**src/design/blpc_pkg.sv**
```systemverilog
// Package: shared types and constants for the button and LED blink controller.
`timescale 1ns / 1ps

package blpc_pkg;

    localparam int CLK_W      = 32;
    localparam int DEBOUNCE_W = 10;
    localparam int LIMIT_W    = 16;
    localparam int LED_W      = 7;
    localparam int LED_IDX_W  = 3;
    localparam int RATE_W     = 2;
    localparam int CFG_IDX_W  = 3;
    localparam int CFG_DATA_W = 16;

    typedef logic [CLK_W-1:0]      ms_t;
    typedef logic [LIMIT_W-1:0]    limit_t;
    typedef logic [DEBOUNCE_W-1:0] debounce_t;
    typedef logic [LED_W-1:0]      leds_t;
    typedef logic [LED_IDX_W-1:0]  led_idx_t;
    typedef logic [RATE_W-1:0]     rate_t;
    typedef logic [CFG_IDX_W-1:0]  cfg_idx_t;
    typedef logic [CFG_DATA_W-1:0] cfg_data_t;

    // Result action codes
    typedef enum logic [1:0] {
        ACT_NONE   = 2'd0,
        ACT_SHORT  = 2'd1,
        ACT_MEDIUM = 2'd2,
        ACT_LONG   = 2'd3
    } action_t;

    // Configuration register indexes
    localparam cfg_idx_t CFG_DEBOUNCE = 3'd0;
    localparam cfg_idx_t CFG_SHORT    = 3'd1;
    localparam cfg_idx_t CFG_LONG     = 3'd2;
    localparam cfg_idx_t CFG_HP_SLOW  = 3'd3;
    localparam cfg_idx_t CFG_HP_MID   = 3'd4;
    localparam cfg_idx_t CFG_HP_FAST  = 3'd5;

    // Rate indexes
    localparam rate_t RATE_SLOW = 2'd0;
    localparam rate_t RATE_MID  = 2'd1;
    localparam rate_t RATE_FAST = 2'd2;

    // Register reset values
    localparam debounce_t DEBOUNCE_RST = 10'd50;
    localparam limit_t    SHORT_RST    = 16'd2000;
    localparam limit_t    LONG_RST     = 16'd4000;
    localparam limit_t    HP_SLOW_RST  = 16'd1667;
    localparam limit_t    HP_MID_RST   = 16'd333;
    localparam limit_t    HP_FAST_RST  = 16'd227;

    // Inputs to the release classifier
    typedef struct packed {
        ms_t    hold_ms;
        limit_t short_limit;
        limit_t long_limit;
        logic   blink_enabled;
    } press_info_t;

endpackage

```
**src/design/blpc_if.sv**
```systemverilog
// Interfaces: event input, status output and configuration write channels.
`timescale 1ns / 1ps

interface blpc_event_if;
    logic valid;
    logic ready;
    logic mode;
    logic pin_level;

    modport source (output valid, output mode, output pin_level, input ready);
    modport sink   (input valid, input mode, input pin_level, output ready);
    modport mon    (input valid, input mode, input pin_level, input ready);
endinterface

interface blpc_status_if;
    logic                valid;
    logic                ready;
    blpc_pkg::leds_t     lit_leds;
    logic                blink_on;
    blpc_pkg::rate_t     rate_select;
    blpc_pkg::action_t   action;

    modport source (output valid, output lit_leds, output blink_on, output rate_select,
                    output action, input ready);
    modport sink   (input valid, input lit_leds, input blink_on, input rate_select,
                    input action, output ready);
    modport mon    (input valid, input lit_leds, input blink_on, input rate_select,
                    input action, input ready);
endinterface

interface blpc_cfg_if;
    logic                  valid;
    logic                  ready;
    blpc_pkg::cfg_idx_t    index;
    blpc_pkg::cfg_data_t   data;

    modport source (output valid, output index, output data, input ready);
    modport sink   (input valid, input index, input data, output ready);
    modport mon    (input valid, input index, input data, input ready);
endinterface

```
**src/design/blpc_press_class.sv**
```systemverilog
// Release classifier: sorts a hold time into short, medium or long action.
`timescale 1ns / 1ps

module blpc_press_class (
    input  blpc_pkg::press_info_t info,
    output blpc_pkg::action_t     action
);

    logic below_short;
    logic below_long;

    assign below_short = info.hold_ms < {16'd0, info.short_limit};
    assign below_long  = info.hold_ms < {16'd0, info.long_limit};

    // Short test wins even when the limits are out of order; a medium hold
    // with blinking off toggles blinking and reports as long.
    always_comb
    begin
        if (below_short)
        begin
            action = blpc_pkg::ACT_SHORT;
        end
        else if (below_long && info.blink_enabled)
        begin
            action = blpc_pkg::ACT_MEDIUM;
        end
        else
        begin
            action = blpc_pkg::ACT_LONG;
        end
    end

endmodule

```
**src/design/button_press_led_blink_controller_unit.sv**
```systemverilog
// Top level: debounced button press classifier driving a single blinking LED.
`timescale 1ns / 1ps
//
//  Channel   Role   Item / payload                                  Handshake
//  --------  -----  ----------------------------------------------  -----------
//  events    sink   mode (0 tick, 1 edge), pin_level                valid/ready
//  status    source lit_leds, blink_on, rate_select, action         valid/ready
//  cfg       sink   index (3b), data (16b) register write           valid/ready
//
//  Each item is held in the input register, then passes through the update
//  logic that writes the controller state and the result register; one
//  item per cycle sustained while the status channel is ready.
//  Throughput is set by the state update (clock, debounce,
//  hold classification and blink check all resolve in that one stage).
//  A stalled status channel holds the result register; the input register
//  still takes one more item, after which events.ready drops.
//  rst_n clears all control state and loads the register reset values;
//  cfg is always ready and takes effect on the next item.

module button_press_led_blink_controller_unit #(
    parameter int NUM_LEDS = 7
) (
    input  logic                 clk,
    input  logic                 rst_n,
    blpc_event_if.sink           events,
    blpc_status_if.source        status,
    blpc_cfg_if.sink             cfg
);

    localparam blpc_pkg::led_idx_t LAST_LED = 3'(NUM_LEDS - 1);

    // Configuration registers
    blpc_pkg::debounce_t debounce_reg;
    blpc_pkg::limit_t    short_limit_reg;
    blpc_pkg::limit_t    long_limit_reg;
    blpc_pkg::limit_t    hp_slow_reg;
    blpc_pkg::limit_t    hp_mid_reg;
    blpc_pkg::limit_t    hp_fast_reg;

    // Input register
    logic in_valid_reg;
    logic in_mode_reg;
    logic in_level_reg;

    // Controller state
    blpc_pkg::ms_t      clock_reg,       clock_next;
    blpc_pkg::ms_t      last_edge_reg,   last_edge_next;
    blpc_pkg::ms_t      press_start_reg, press_start_next;
    logic               led_valid_reg,   led_valid_next;
    blpc_pkg::led_idx_t led_index_reg,   led_index_next;
    logic               led_lit_reg,     led_lit_next;
    logic               blink_reg,       blink_next;
    blpc_pkg::rate_t    rate_reg,        rate_next;
    blpc_pkg::ms_t      toggle_reg,      toggle_next;

    // Result register
    logic                out_valid_reg, out_valid_next;
    blpc_pkg::leds_t     out_leds_reg,  out_leds_next;
    logic                out_blink_reg;
    blpc_pkg::rate_t     out_rate_reg;
    blpc_pkg::action_t   out_action_reg, out_action_next;

    logic                  advance;
    logic                  edge_ok;
    blpc_pkg::press_info_t press_info;
    blpc_pkg::action_t     release_action;
    blpc_pkg::limit_t      half_period;
    logic [7:0]            led_onehot;

    // Item moves into the result register when the result slot is free
    assign advance      = in_valid_reg && (!out_valid_reg || status.ready);
    assign events.ready = !in_valid_reg || advance;
    assign cfg.ready    = 1'b1;

    assign status.valid       = out_valid_reg;
    assign status.lit_leds    = out_leds_reg;
    assign status.blink_on    = out_blink_reg;
    assign status.rate_select = out_rate_reg;
    assign status.action      = out_action_reg;

    // Ticks advance the clock before anything else looks at it
    assign clock_next = in_mode_reg ? clock_reg : clock_reg + 32'd1;
    assign edge_ok    = in_mode_reg &&
                        ((clock_next - last_edge_reg) >= {22'd0, debounce_reg});

    assign press_info.hold_ms       = clock_next - press_start_reg;
    assign press_info.short_limit   = short_limit_reg;
    assign press_info.long_limit    = long_limit_reg;
    assign press_info.blink_enabled = blink_reg;

    blpc_press_class u_press_class (
        .info   (press_info),
        .action (release_action)
    );

    always_comb
    begin
        last_edge_next   = last_edge_reg;
        press_start_next = press_start_reg;
        led_valid_next   = led_valid_reg;
        led_index_next   = led_index_reg;
        led_lit_next     = led_lit_reg;
        blink_next       = blink_reg;
        rate_next        = rate_reg;
        toggle_next      = toggle_reg;
        out_action_next  = blpc_pkg::ACT_NONE;
        half_period      = hp_fast_reg;

        if (edge_ok)
        begin
            last_edge_next = clock_next;
            if (in_level_reg)
            begin
                press_start_next = clock_next;
            end
            else
            begin
                out_action_next = release_action;
                toggle_next     = clock_next;
                case (release_action)
                    blpc_pkg::ACT_SHORT:
                    begin
                        // Step to the next LED, or the first one if none yet
                        if (!led_valid_reg || led_index_reg >= LAST_LED)
                        begin
                            led_index_next = '0;
                        end
                        else
                        begin
                            led_index_next = led_index_reg + 3'd1;
                        end
                        led_valid_next = 1'b1;
                        led_lit_next   = 1'b1;
                    end
                    blpc_pkg::ACT_MEDIUM:
                    begin
                        rate_next = (rate_reg >= blpc_pkg::RATE_FAST) ?
                                    blpc_pkg::RATE_SLOW : rate_reg + 2'd1;
                    end
                    default:
                    begin
                        blink_next = !blink_reg;
                    end
                endcase
            end
        end

        unique case (rate_next)
            blpc_pkg::RATE_SLOW: half_period = hp_slow_reg;
            blpc_pkg::RATE_MID:  half_period = hp_mid_reg;
            default:             half_period = hp_fast_reg;
        endcase

        // Blink check runs on every item, after the edge handling
        if (blink_next && led_valid_next &&
            ((clock_next - toggle_next) >= {16'd0, half_period}))
        begin
            toggle_next  = clock_next;
            led_lit_next = !led_lit_next;
        end
    end

    // Bits for LEDs beyond the output width fall off
    assign led_onehot    = 8'd1 << led_index_next;
    assign out_leds_next = (led_valid_next && led_lit_next) ?
                           led_onehot[blpc_pkg::LED_W-1:0] : '0;

    assign out_valid_next = advance || (out_valid_reg && !status.ready);

    always_ff @(posedge clk or negedge rst_n)
    begin
        if (!rst_n)
        begin
            debounce_reg    <= blpc_pkg::DEBOUNCE_RST;
            short_limit_reg <= blpc_pkg::SHORT_RST;
            long_limit_reg  <= blpc_pkg::LONG_RST;
            hp_slow_reg     <= blpc_pkg::HP_SLOW_RST;
            hp_mid_reg      <= blpc_pkg::HP_MID_RST;
            hp_fast_reg     <= blpc_pkg::HP_FAST_RST;
            in_valid_reg    <= 1'b0;
            out_valid_reg   <= 1'b0;
            clock_reg       <= '0;
            last_edge_reg   <= '0;
            press_start_reg <= '0;
            led_valid_reg   <= 1'b0;
            led_index_reg   <= '0;
            led_lit_reg     <= 1'b0;
            blink_reg       <= 1'b1;
            rate_reg        <= blpc_pkg::RATE_SLOW;
            toggle_reg      <= '0;
        end
        else
        begin
            if (cfg.valid)
            begin
                unique case (cfg.index)
                    blpc_pkg::CFG_DEBOUNCE: debounce_reg    <= cfg.data[blpc_pkg::DEBOUNCE_W-1:0];
                    blpc_pkg::CFG_SHORT:    short_limit_reg <= cfg.data;
                    blpc_pkg::CFG_LONG:     long_limit_reg  <= cfg.data;
                    blpc_pkg::CFG_HP_SLOW:  hp_slow_reg     <= cfg.data;
                    blpc_pkg::CFG_HP_MID:   hp_mid_reg      <= cfg.data;
                    blpc_pkg::CFG_HP_FAST:  hp_fast_reg     <= cfg.data;
                    default: ;
                endcase
            end

            if (events.ready)
            begin
                in_valid_reg <= events.valid;
            end
            out_valid_reg <= out_valid_next;

            if (advance)
            begin
                clock_reg       <= clock_next;
                last_edge_reg   <= last_edge_next;
                press_start_reg <= press_start_next;
                led_valid_reg   <= led_valid_next;
                led_index_reg   <= led_index_next;
                led_lit_reg     <= led_lit_next;
                blink_reg       <= blink_next;
                rate_reg        <= rate_next;
                toggle_reg      <= toggle_next;
            end
        end
    end

    // Payload registers
    always_ff @(posedge clk)
    begin
        if (events.valid && events.ready)
        begin
            in_mode_reg  <= events.mode;
            in_level_reg <= events.pin_level;
        end
        if (advance)
        begin
            out_leds_reg   <= out_leds_next;
            out_blink_reg  <= blink_next;
            out_rate_reg   <= rate_next;
            out_action_reg <= out_action_next;
        end
    end

endmodule

```
**src/flat_wrapper.sv**
```systemverilog
// flat-port wrapper written by rule: the top's interface ports become plain ports
module button_press_led_blink_controller_unit_flat 
#(
    parameter int NUM_LEDS = 7
)
  (clk, rst_n, events_valid, events_mode, events_pin_level, events_ready, status_valid, status_lit_leds, status_blink_on, status_rate_select, status_action, status_ready, cfg_valid, cfg_index, cfg_data, cfg_ready);
  blpc_event_if events_i ();
  blpc_status_if status_i ();
  blpc_cfg_if cfg_i ();
  input  logic clk;
  input  logic rst_n;
  input wire logic [$bits(events_i.valid)-1:0] events_valid;
  input wire logic [$bits(events_i.mode)-1:0] events_mode;
  input wire logic [$bits(events_i.pin_level)-1:0] events_pin_level;
  output wire logic [$bits(events_i.ready)-1:0] events_ready;
  output wire logic [$bits(status_i.valid)-1:0] status_valid;
  output wire logic [$bits(status_i.lit_leds)-1:0] status_lit_leds;
  output wire logic [$bits(status_i.blink_on)-1:0] status_blink_on;
  output wire logic [$bits(status_i.rate_select)-1:0] status_rate_select;
  output wire logic [$bits(status_i.action)-1:0] status_action;
  input wire logic [$bits(status_i.ready)-1:0] status_ready;
  input wire logic [$bits(cfg_i.valid)-1:0] cfg_valid;
  input wire logic [$bits(cfg_i.index)-1:0] cfg_index;
  input wire logic [$bits(cfg_i.data)-1:0] cfg_data;
  output wire logic [$bits(cfg_i.ready)-1:0] cfg_ready;
  assign events_i.valid = events_valid;
  assign events_i.mode = events_mode;
  assign events_i.pin_level = events_pin_level;
  assign events_ready = events_i.ready;
  assign status_valid = status_i.valid;
  assign status_lit_leds = status_i.lit_leds;
  assign status_blink_on = status_i.blink_on;
  assign status_rate_select = status_i.rate_select;
  assign status_action = status_i.action;
  assign status_i.ready = status_ready;
  assign cfg_i.valid = cfg_valid;
  assign cfg_i.index = cfg_index;
  assign cfg_i.data = cfg_data;
  assign cfg_ready = cfg_i.ready;
  button_press_led_blink_controller_unit #(.NUM_LEDS(NUM_LEDS)) u_core (.clk(clk), .rst_n(rst_n), .events(events_i), .status(status_i), .cfg(cfg_i));
endmodule
```
**config.mk**
```make
export PLATFORM = sky130hd
export DESIGN_NAME = button_press_led_blink_controller_unit_flat
export DESIGN_NICKNAME = d
export VERILOG_FILES = /design/src/design/blpc_pkg.sv /design/src/design/blpc_if.sv /design/src/design/blpc_press_class.sv /design/src/design/button_press_led_blink_controller_unit.sv /design/src/flat_wrapper.sv
export SDC_FILE = /design/constraint.sdc
export NUM_CORES = 1
export LEC_CHECK = 0
export BUFFER_PORTS_ARGS = -buffer_cell sky130_fd_sc_hd__buf_2
export CAP_MARGIN = 30
export CORE_MARGIN = 3
export CORE_UTILIZATION = 55
export DETAILED_ROUTE_END_ITERATION = 7
export PLACE_DENSITY = 0.74
export SYNTH_ARGS = -nofsm -noshare
export SYNTH_HDL_FRONTEND = slang
export SYNTH_HIERARCHICAL = 1
export SYNTH_SLANG_ARGS = --single-unit
```
**constraint.sdc**
```tcl
create_clock -name clk -period 17.4 [get_ports clk]
set_input_delay 4.35 -clock clk [delete_from_list [all_inputs] [get_ports clk]]
set_output_delay 4.35 -clock clk [all_outputs]
set_load 0.1 [all_outputs]
```
==> qor.yml, run 1 <==
synthesis:
  synth_xor_xnor_area_share_pct: 6.57
  synth_compound_area_share_pct: 15.7
  synth_top_family_by_area: "compound AO/OA/AOI/OAI gates"
  yosys.area_share.simple_pct: 15.0
  synthAdderAreaFrac_pct: 11.4
  synthFlopType: "dfrtp_1"
  avgSynthCellArea_um2: 9.34
  synth_top_cell_by_area: "dfrtp_1"
  synth_nets: 2019
  synth_warnings: 6
  synth_area_mm2: 0.0172
  synth_area_leaders: "dfrtp_1, ha_1, mux2_2"
  ys_seq_area_share_pct: 35.9
  synth_seq_cells: 242
  synth_mux_area_share_pct: 11.0
  postSynth.asyncResetShare_pct: 94.2
  synth_edf_count: 14
  synth_cell_types: 90
  synthCells: 1839
  synth_top_area_share_pct: 28.7
global_route:
  grt_max_degree: 93
  antenna_found_initial: 0
  grt-ovfl-total: 0
  grt_pass1_wl_um: 68700
  gr-usage-all-layers_pct: 25.0
  first_global_vias: 13200
placed_design:
  pre_cts_slack_ps: 4570
  dp.cells: 2256
  port_buffers: 39
  dp_hpwl_um: 31600
  placed_cell_area_mm2: 0.0180
  finalWeightedCongestion: 0.952
die:
  core_area_mm2: 0.0307
  start_util_pct: 56.0
  dieArea_mm2: 0.0334
  io_pins: 41
  die_x_um: 183
  die_h_um: 183
  row_count: 64
clock_network:
  root_buffer: "clkbuf_16"
  numCtsBuffers: 27
  clock_path_buffers: 3
  cts.sinks: 242
  cts_setup_buffers: 0
  insertion_delay_ps: 560
  ctsHoldBuffers: 0
  cts_max_level: 1
  ctsResizeCount: 0
  clk_pin_slew_worst_paths_ps: 70
  cts_tree: "yes"
finish:
  regArea_mm2: 0.00616
  final_area_mm2: 0.0190
  area_growth_pct: 10.6
  final_cells: 2307
  layout-drive-gt1-share_pct: 14.5
  fin_nets: 2070
  multi_input_area_mm2: 0.0103
  fillers: 2618
  diodes: 0
  fin_util_pct: 61.9
routing:
  ant_nets: 0
  wl_per_cell_um: 18.1
  drtIter0Drc: 904
  first_pass_iters: 5
  drc: 0
  totalWireLength_um: 41800
  vias_per_cell: 5.88
  num_vias: 13600
sta:
  layout_setup_ws_ps: 4470
  max_freq_ghz: 0.0774
  finalCritPeriodShare_pct: 74.3
  fin_skew_ps: 17.4
  relSlewSlack_pct: 30.6
  worstMarginPinSlew_ps: 1040
  finalSetupViolations: 0
  period_minus_slack_ps: 12930
  hold_viol: 0
  slew_viol_final: 0
  finalSetupTns_ps: 0
  rsz0062_at_grt: "no"
hold_path:
  hold_class: "flop to flop"
  hold_path_end: "u_core/toggle_reg[0]$_DFFE_PN0P_"
  worstHoldStart: "u_core/toggle_reg[0]$_DFFE_PN0P_"
  whs_path_depth: 2
worst_setup_path:
  critPathArrivalTime_ps: 13360
  reg2regPathDepth: 52
  end_kind: "flop"
  startpoint: "u_core/clock_reg[0]$_DFFE_PN0P_"
  worst_path_largest_cell_delay_ps: 610
  start_kind: "flop"
  cp_slowest_cell: "o21ai_1"
  regToRegSetupSlack_ps: 4470
  cp_num_buf_inv: 2
  cp.required_ps: 17830
  path_class: "flop to flop"
  timing.rr.start: "u_core/clock_reg[0]$_DFFE_PN0P_"
  critPathTopFamily: "compound AO/OA/AOI/OAI gates"
  rr_endpoint: "u_core/toggle_reg[5]$_DFFE_PN0P_"
  cp_max_fo: 27
power:
  power.leakage_nw: 9.22
  ir_drop_mv: 0.117
  power.density_mw_per_mm2: 154
job:
  max_cap_viol_count: 0
run_status:
  status: "completed"
## cell usage after synthesis (all sizes together) (17+ instances only)
master and instances:
o21ai 117, mux2 120, and2 17, dfrtp 197, nor3 39, nand2 157
xnor2 81, nor2 137, and3 21, mux2i 50, nand2b 25, a21oi 128
inv 142, clkbuf 45, nand3 39, xor2 47, ha 151, a21o 44
dfstp 31
## worst max path at each step
stage,endpoint,slack (ps),cells after the start
final,u_core/toggle_reg[5]$_DFFE_PN0P_,4470,52
after floorplan,u_core/toggle_reg[21]$_DFFE_PN0P_,6520,53
after global routing,u_core/toggle_reg[4]$_DFFE_PN0P_,3220,49
after CTS,u_core/toggle_reg[4]$_DFFE_PN0P_,4510,52
after detailed placement,u_core/toggle_reg[18]$_DFFE_PN0P_,4570,52
after global placement,u_core/toggle_reg[1]$_DFFE_PN0P_,4620,51
## final cells by class
class                      instances  area share (%)
clock inverter                    17            1.39
tap                              396            2.61
timing repair buffer              75            2.82
inverter                         143            2.83
clock buffer                      33            3.83
multi-input combinational       1401            54.1
sequential                       242            32.4
## report_power, final
group / internal (mW) / leakage [nW] / total (mW) / switching (mW)
registers: 0.665 / 3.00 / 0.713 / 0.0477
logic: 0.679 / 5.73 / 1.58 / 0.901
clock network: 0.389 / 0.490 / 0.633 / 0.244
total: 1.73 / 9.22 / 2.93 / 1.19
## cells in the final DEF, fill, tap and decap left out, types with 31 or more instances in the layout
cell type  instances
xnor2_1           80
ha_1             151
dfstp_2           31
mux2_2            90
nand3_1           39
a21oi_1          127
mux2i_1           50
nor3_1            38
o21ai_0          114
dfrtp_1          197
a21o_1            44
buf_4             32
nand2_1          156
inv_1            142
xor2_1            47
nor2_1           135
buf_2             38
## worst register-to-register path: cells and delay by family, from the launching register on
kind                     cells  cell delay [ps]
AO/OA/AOI/OAI               20             4740
AND/OR/NAND/NOR             21             4530
adder cells (fa/ha/maj)      5             1420
multiplexers                 2              670
XOR/XNOR                     2              650
flip-flops                   1              500
buffers and inverters        2              310
## per-stage QoR
stage          hold WS, ps  power (mW)
6_report               486        2.93
5_1_grt                509        3.15
4_1_cts                486        2.92
3_5_place_dp           472        2.26
3_3_place_gp           457        2.21
2_1_floorplan          444        1.88
## routing by layer
metal / part of all wire, % / vias to the layer above / GRT usage [%]
met3: 3.8 / 73 / 2.89
met2: 47 / 288 / 42.3
met1: 46 / 6557 / 33.9
met4: 3.2 / 0 / 7.07
met5: 0 / - / 0
li1: - / 6637 / -
## cell families after synthesis
kind of cell             after synthesis
XOR/XNOR                             128
flip-flops                           242
buffers and inverters                196
multiplexers                         170
AND/OR/NAND/NOR                      528
adder cells (fa/ha/maj)              154
AO/OA/AOI/OAI                        420
other                                  1
No activity file was read; power rests on OpenSTA's default activity.
==> inputs of run 2 (changes only) <==
--- a/config.mk
+++ b/config.mk
@@ -5,6 +5,7 @@
 export SDC_FILE = /design/constraint.sdc
 export NUM_CORES = 1
 export LEC_CHECK = 0
+export ABC_AREA = 1
 export BUFFER_PORTS_ARGS = -buffer_cell sky130_fd_sc_hd__buf_2
 export CAP_MARGIN = 30
 export CORE_MARGIN = 3
==> constraint.sdc (replaced) <==
create_clock -name clk -period 13.25 [get_ports clk]
set_input_delay 3.3125 -clock clk [delete_from_list [all_inputs] [get_ports clk]]
set_output_delay 3.3125 -clock clk [all_outputs]
set_load 0.1 [all_outputs]
==> run 2 against run 1 <==
Compared with the run above:
- clock-buffer cell count rose by 6
- die area rose by 5.9%
- final area rose by 4.7%
- critical path depth rose by 9
- sequential cell count did not move
- non-clock buffer count fell by 13
- cell count rose by 36%
- worst setup slack got worse by 1900 ps
- synthesized cell count rose by 44%
- critical path type unchanged
- critical endpoint is now u_core/toggle_reg[30]$_DFFE_PN0P_
- largest cell class unchanged
==> qor.yml, run 2 <==
sta:
  max_freq_ghz: 0.0935
  finalCritPeriodShare_pct: 80.7
  rsz0062_at_grt: "no"
  whs_ps: 480
  relSlewSlack_pct: 33.5
  period_minus_slack_ps: 10700
  slew_viol_final: 0
  hold_viol: 0
  finalSetupTns_ps: 0
  fin_skew_ps: 28.5
  worstMarginPinSlew_ps: 995
  finalSetupViolations: 0
routing:
  first_pass_iters: 6
  drtIter0Drc: 1404
  ant_nets: 0
  wl_per_cell_um: 16.1
  totalWireLength_um: 50600
  drc: 0
  num_vias: 17000
  vias_per_cell: 5.40
worst_setup_path:
  startpoint: "u_core/in_mode_reg$_DFFE_PP_"
  endpoint: "u_core/toggle_reg[30]$_DFFE_PN0P_"
  worst_path_largest_cell_delay_ps: 610
  end_kind: "flop"
  critPathArrivalTime_ps: 11140
  rr_endpoint: "u_core/toggle_reg[30]$_DFFE_PN0P_"
  cp_slowest_cell: "inv_2"
  critPathMostFrequentCell: "nand2_1"
  timing.rr.start: "u_core/in_mode_reg$_DFFE_PP_"
  cp.required_ps: 13700
  regToRegSetupSlack_ps: 2550
  start_kind: "flop"
  path_class: "flop to flop"
  reg2regPathDepth: 61
  cp_max_fo: 34
die:
  die_h_um: 188
  io_pins: 41
  core_area_mm2: 0.0326
  die_x_um: 188
  start_util_pct: 55.9
  row_count: 66
  dieArea_mm2: 0.0354
clock_network:
  cts_tree: "yes"
  insertion_delay_ps: 580
  root_buffer: "clkbuf_16"
  cts_setup_buffers: 0
  cts_max_level: 1
  clk_pin_slew_worst_paths_ps: 60
  clock_path_buffers: 3
  ctsHoldBuffers: 0
  ctsResizeCount: 0
  cts.sinks: 242
  numCtsBuffers: 29
finish:
  regArea_mm2: 0.00616
  diodes: 0
  final_cells: 3145
  area_growth_pct: 9.19
  mostFrequentLayoutCell: "nand2_1"
  fillers: 3045
  multi_input_area_mm2: 0.0102
  fin_nets: 2862
  layout-drive-gt1-share_pct: 7.21
  final_cell_mix: "nand2_1, inv_1, o21ai_0, dfrtp_1, nor2_1"
synthesis:
  synth_nets: 2831
  synth_top_area_share_pct: 27.1
  synthCells: 2651
  ys_seq_area_share_pct: 33.8
  synth_commonest_cells: "nand2_1, inv_1, o21ai_0"
  synth_top_cell_by_area: "dfrtp_1"
  yosysMostFrequentCell: "nand2_1"
  synthFlopType: "dfrtp_1"
  synth_seq_cells: 242
  synth_edf_count: 14
  synth_area_leaders: "dfrtp_1, nand2_1, ha_1"
  synth_warnings: 6
  avgSynthCellArea_um2: 6.87
  synth_area_mm2: 0.0182
  synth_cell_types: 54
  postSynth.asyncResetShare_pct: 94.2
global_route:
  gr-usage-all-layers_pct: 28.7
  grt-ovfl-total: 0
  grt_pass1_wl_um: 83500
  first_global_vias: 16200
  antenna_found_initial: 0
  grt_max_degree: 86
job:
  max_cap_viol_count: 0
hold_path:
  hold_class: "flop to flop"
  whs_path_depth: 2
run_status:
  status: "completed"
power:
  ir_drop_mv: 0.174
  power.density_mw_per_mm2: 276
  power.total_mw: 5.49
  power.leakage_nw: 10.4
placed_design:
  port_buffers: 39
  dp.cells: 3093
  dp_hpwl_um: 38200
  finalWeightedCongestion: 0.979
-- run 2: final cells by class --
class                           count  share of cell area [%]
Clock buffer                       39                    4.14
Clock inverter                     13                   0.698
Inverter                          418                    7.88
Multi-Input combinational cell   1929                    51.4
Sequential cell                   242                    31.0
Tap cell                          442                    2.78
Timing Repair Buffer               62                    2.14
-- run 2: routing by layer --
layer / vias up / GRT usage, % / routed length, um
li1: 8527 / - / -
met1: 7840 / 40.2 / 23000
met2: 530 / 47.5 / 23100
met3: 86 / 3.72 / 3000
met4: 0 / 7.19 / 1410
met5: - / 0 / 0
-- run 2: logic make-up after synthesis --
family	Yosys count	share of synthesized area, %
compound gates	437	12.9
xor+xnor	81	3.89
simple gates	1256	28.5
buf+inv	480	10.2
other cells	1	0.0206
fa+ha+maj	154	10.7
flops	242	33.8
-- run 2: stage by stage --
step / cell area, um^2 / worst slack [ps] / util [%]
detailed placement: 18900 / 2680 / 58.1
global route: 19900 / 1240 / 61.0
CTS: 19900 / 2620 / 61.0
floorplan: 18200 / 5150 / -
global placement: 18900 / 2840 / 57.8
finish: 19900 / 2550 / 61.0
-- run 2: critical path, delay by kind of cell (launching register included) --
kind / cells / cell delay, ps
fa+ha+maj: 3 / 790
flops: 1 / 580
simple gates: 28 / 2970
compound gates: 22 / 4110
xor+xnor: 2 / 640
buf+inv: 6 / 1410
-- run 2: report_power, final --
group	switching (mW)	internal, mW	leakage, nW	total [mW]
logic	2.39	1.25	6.95	3.64
clock network	0.329	0.476	0.475	0.806
registers	0.104	0.944	3.02	1.05
-- run 2: worst min-delay path by stage --
stage,endpoint,slack [ps],start
detailed placement,u_core/toggle_reg[29]$_DFFE_PN0P_,460,u_core/toggle_reg[29]$_DFFE_PN0P_
finish,u_core/hp_slow_reg[6]$_DFFE_PN0P_,480,u_core/hp_slow_reg[6]$_DFFE_PN0P_
CTS,u_core/toggle_reg[30]$_DFFE_PN0P_,480,u_core/toggle_reg[30]$_DFFE_PN0P_
floorplan,u_core/toggle_reg[0]$_DFFE_PN0P_,440,u_core/toggle_reg[0]$_DFFE_PN0P_
global placement,u_core/toggle_reg[16]$_DFFE_PN0P_,460,u_core/toggle_reg[16]$_DFFE_PN0P_
global route,u_core/toggle_reg[21]$_DFFE_PN0P_,500,u_core/toggle_reg[21]$_DFFE_PN0P_
==> inputs of run 3 (changes only) <==
--- a/config.mk
+++ b/config.mk
@@ -11,7 +11,7 @@
 export CORE_MARGIN = 3
 export CORE_UTILIZATION = 55
 export DETAILED_ROUTE_END_ITERATION = 7
-export PLACE_DENSITY = 0.74
+export PLACE_DENSITY = 0.77
 export SYNTH_ARGS = -nofsm -noshare
 export SYNTH_HDL_FRONTEND = slang
 export SYNTH_HIERARCHICAL = 1
==> constraint.sdc (replaced) <==
create_clock -name clk -period 9.43 [get_ports clk]
set_input_delay 2.3575 -clock clk [delete_from_list [all_inputs] [get_ports clk]]
set_output_delay 2.3575 -clock clk [all_outputs]
set_load 0.1 [all_outputs]
==> run 3 against run 2 <==
Compared with the run above:
- non-clock buffer count up 35
- first-iteration DRC count down 2.0%
- critical path type unchanged
- cell count up 1.1%
- via count up 1.7%
- worst setup slack worse by 1800 ps
- clock power up 34%
- sequential power up 40%
- global-route usage down 0.28 points
- die area unchanged
- power up 42%
==> qor.yml, run 3 (synthesis results as in run 2) <==
job:
  max_cap_viol_count: 0
hold_path:
  hold_class: "flop to flop"
  worstHoldStart: "u_core/toggle_reg[30]$_DFFE_PN0P_"
routing:
  num_vias: 17300
  route.met2.wl_um: 23600
  first_pass_iters: 6
  vias_per_cell: 5.43
  ant_nets: 0
  totalWireLength_um: 50900
  wl_met3_um: 3150
  top_layer: "met4"
  met1Wirelength_um: 22300
  drc: 0
  drtIter0Drc: 1376
  wl_per_cell_um: 16.0
power:
  ir_drop_mv: 0.228
  power.density_mw_per_mm2: 385
  power.leakage_nw: 10.6
worst_setup_path:
  cp.required_ps: 9910
  critPathMostFrequentCell: "a21oi_1"
  timing.rr.start: "u_core/clock_reg[0]$_DFFE_PN0P_"
  cp_max_fo: 32
  cp_slowest_cell: "fa_1"
  path_class: "flop to flop"
  start_kind: "flop"
  end_kind: "flop"
  worst_path_largest_cell_delay_ps: 440
  critPathArrivalTime_ps: 9200
  startpoint: "u_core/clock_reg[0]$_DFFE_PN0P_"
die:
  row_count: 66
  die_h_um: 188
  core_area_mm2: 0.0326
  die_x_um: 188
  io_pins: 41
  start_util_pct: 55.9
  dieArea_mm2: 0.0354
global_route:
  grt_max_degree: 103
  gr-usage-all-layers_pct: 28.5
  grt_pass1_wl_um: 83200
  antenna_found_initial: 0
  grt-ovfl-total: 0
  first_global_vias: 16400
placed_design:
  placed_cell_area_mm2: 0.0192
  finalWeightedCongestion: 0.952
  port_buffers: 39
  pre_cts_slack_ps: 263
  dp_hpwl_um: 38800
clock_network:
  clk_pin_slew_worst_paths_ps: 60
  clock_path_buffers: 3
  root_buffer: "clkbuf_16"
  cts_tree: "yes"
  numCtsBuffers: 28
  cts.sinks: 242
  cts_max_level: 1
  insertion_delay_ps: 570
sta:
  hold_viol: 0
  finalSetupViolations: 0
  relSlewSlack_pct: 37.1
  period_minus_slack_ps: 8730
  max_freq_ghz: 0.115
  whs_ps: 477
  finalCritPeriodShare_pct: 92.5
  finalSetupTns_ps: 0
  fin_skew_ps: 39.0
  worstMarginPinSlew_ps: 941
  slew_viol_final: 0
  layout_setup_ws_ps: 705
finish:
  fin_nets: 2896
  layout-drive-gt1-share_pct: 9.02
  area_growth_pct: 11.0
  mostFrequentLayoutCell: "nand2_1"
  final_area_mm2: 0.0202
  diodes: 0
  final_cell_mix: "nand2_1, inv_1, o21ai_0, dfrtp_1, nor2_1"
run_status:
  status: "completed"
run 3: final timing paths:
kind / end / slack, ps / cells past startpoint
max: u_core/toggle_reg[8]$_DFFE_PN0P_ / 700 / 62
min: u_core/toggle_reg[30]$_DFFE_PN0P_ / 480 / 2
max reg2reg: u_core/toggle_reg[8]$_DFFE_PN0P_ / 700 / 62
min reg2reg: u_core/toggle_reg[30]$_DFFE_PN0P_ / 480 / 2
max in group asynchronous: u_core/press_start_reg[31]$_DFFE_PN0P_ / 6190 / 2
min in group asynchronous: u_core/press_start_reg[11]$_DFFE_PN0P_ / 1850 / 1
run 3: critical path: cells and delay by family (launching register included):
family	cells	cell delay, ps
AOI/OAI and AO/OA	23	3430
xor gates and xnor gates	1	160
adders and majority gates	4	1230
buffers and inverters	8	850
DFF	1	410
and+or+nand+nor	26	2530
run 3: metal layers:
layer / track usage (%) / vias to the layer above
met5: 0 / -
met2: 47.6 / 601
met3: 2.99 / 119
met1: 38.6 / 7985
met4: 9.93 / 0
li1: - / 8567
run 3: where the power goes:
group / internal, mW / switching [mW] / total (mW) / leakage (nW)
clock: 0.631 / 0.451 / 1.08 / 0.462
combinational: 1.86 / 3.37 / 5.23 / 7.13
sequential: 1.33 / 0.143 / 1.47 / 3.02
run 3: area by class of cell:
type                            count  area (um^2)
Timing Repair Buffer               97          693
Multi-Input combinational cell   1929        10300
Clock inverter                     13          124
Tap cell                          442          553
Clock buffer                       39          812
Inverter                          418         1570
Fill cell                        2980        12400
Sequential cell                   242         6160
run 3: timing repair:
action	in CTS	in global routing
setup buffers	0	5
endpoints found under the setup margin	0	40
gates resized for setup	0	28
hold buffers	0	0
hold endpoints to repair	0	0
run 3: metrics by stage:
step           utilization (%)  std cells  power, mW
6_report                  62.0       3180       7.78
5_1_grt                   62.0       3180       8.58
4_1_cts                   61.6       3175       7.67
3_5_place_dp              58.7       3123       6.52
3_3_place_gp              58.6       3120       6.37
2_1_floorplan                -       2651       5.20
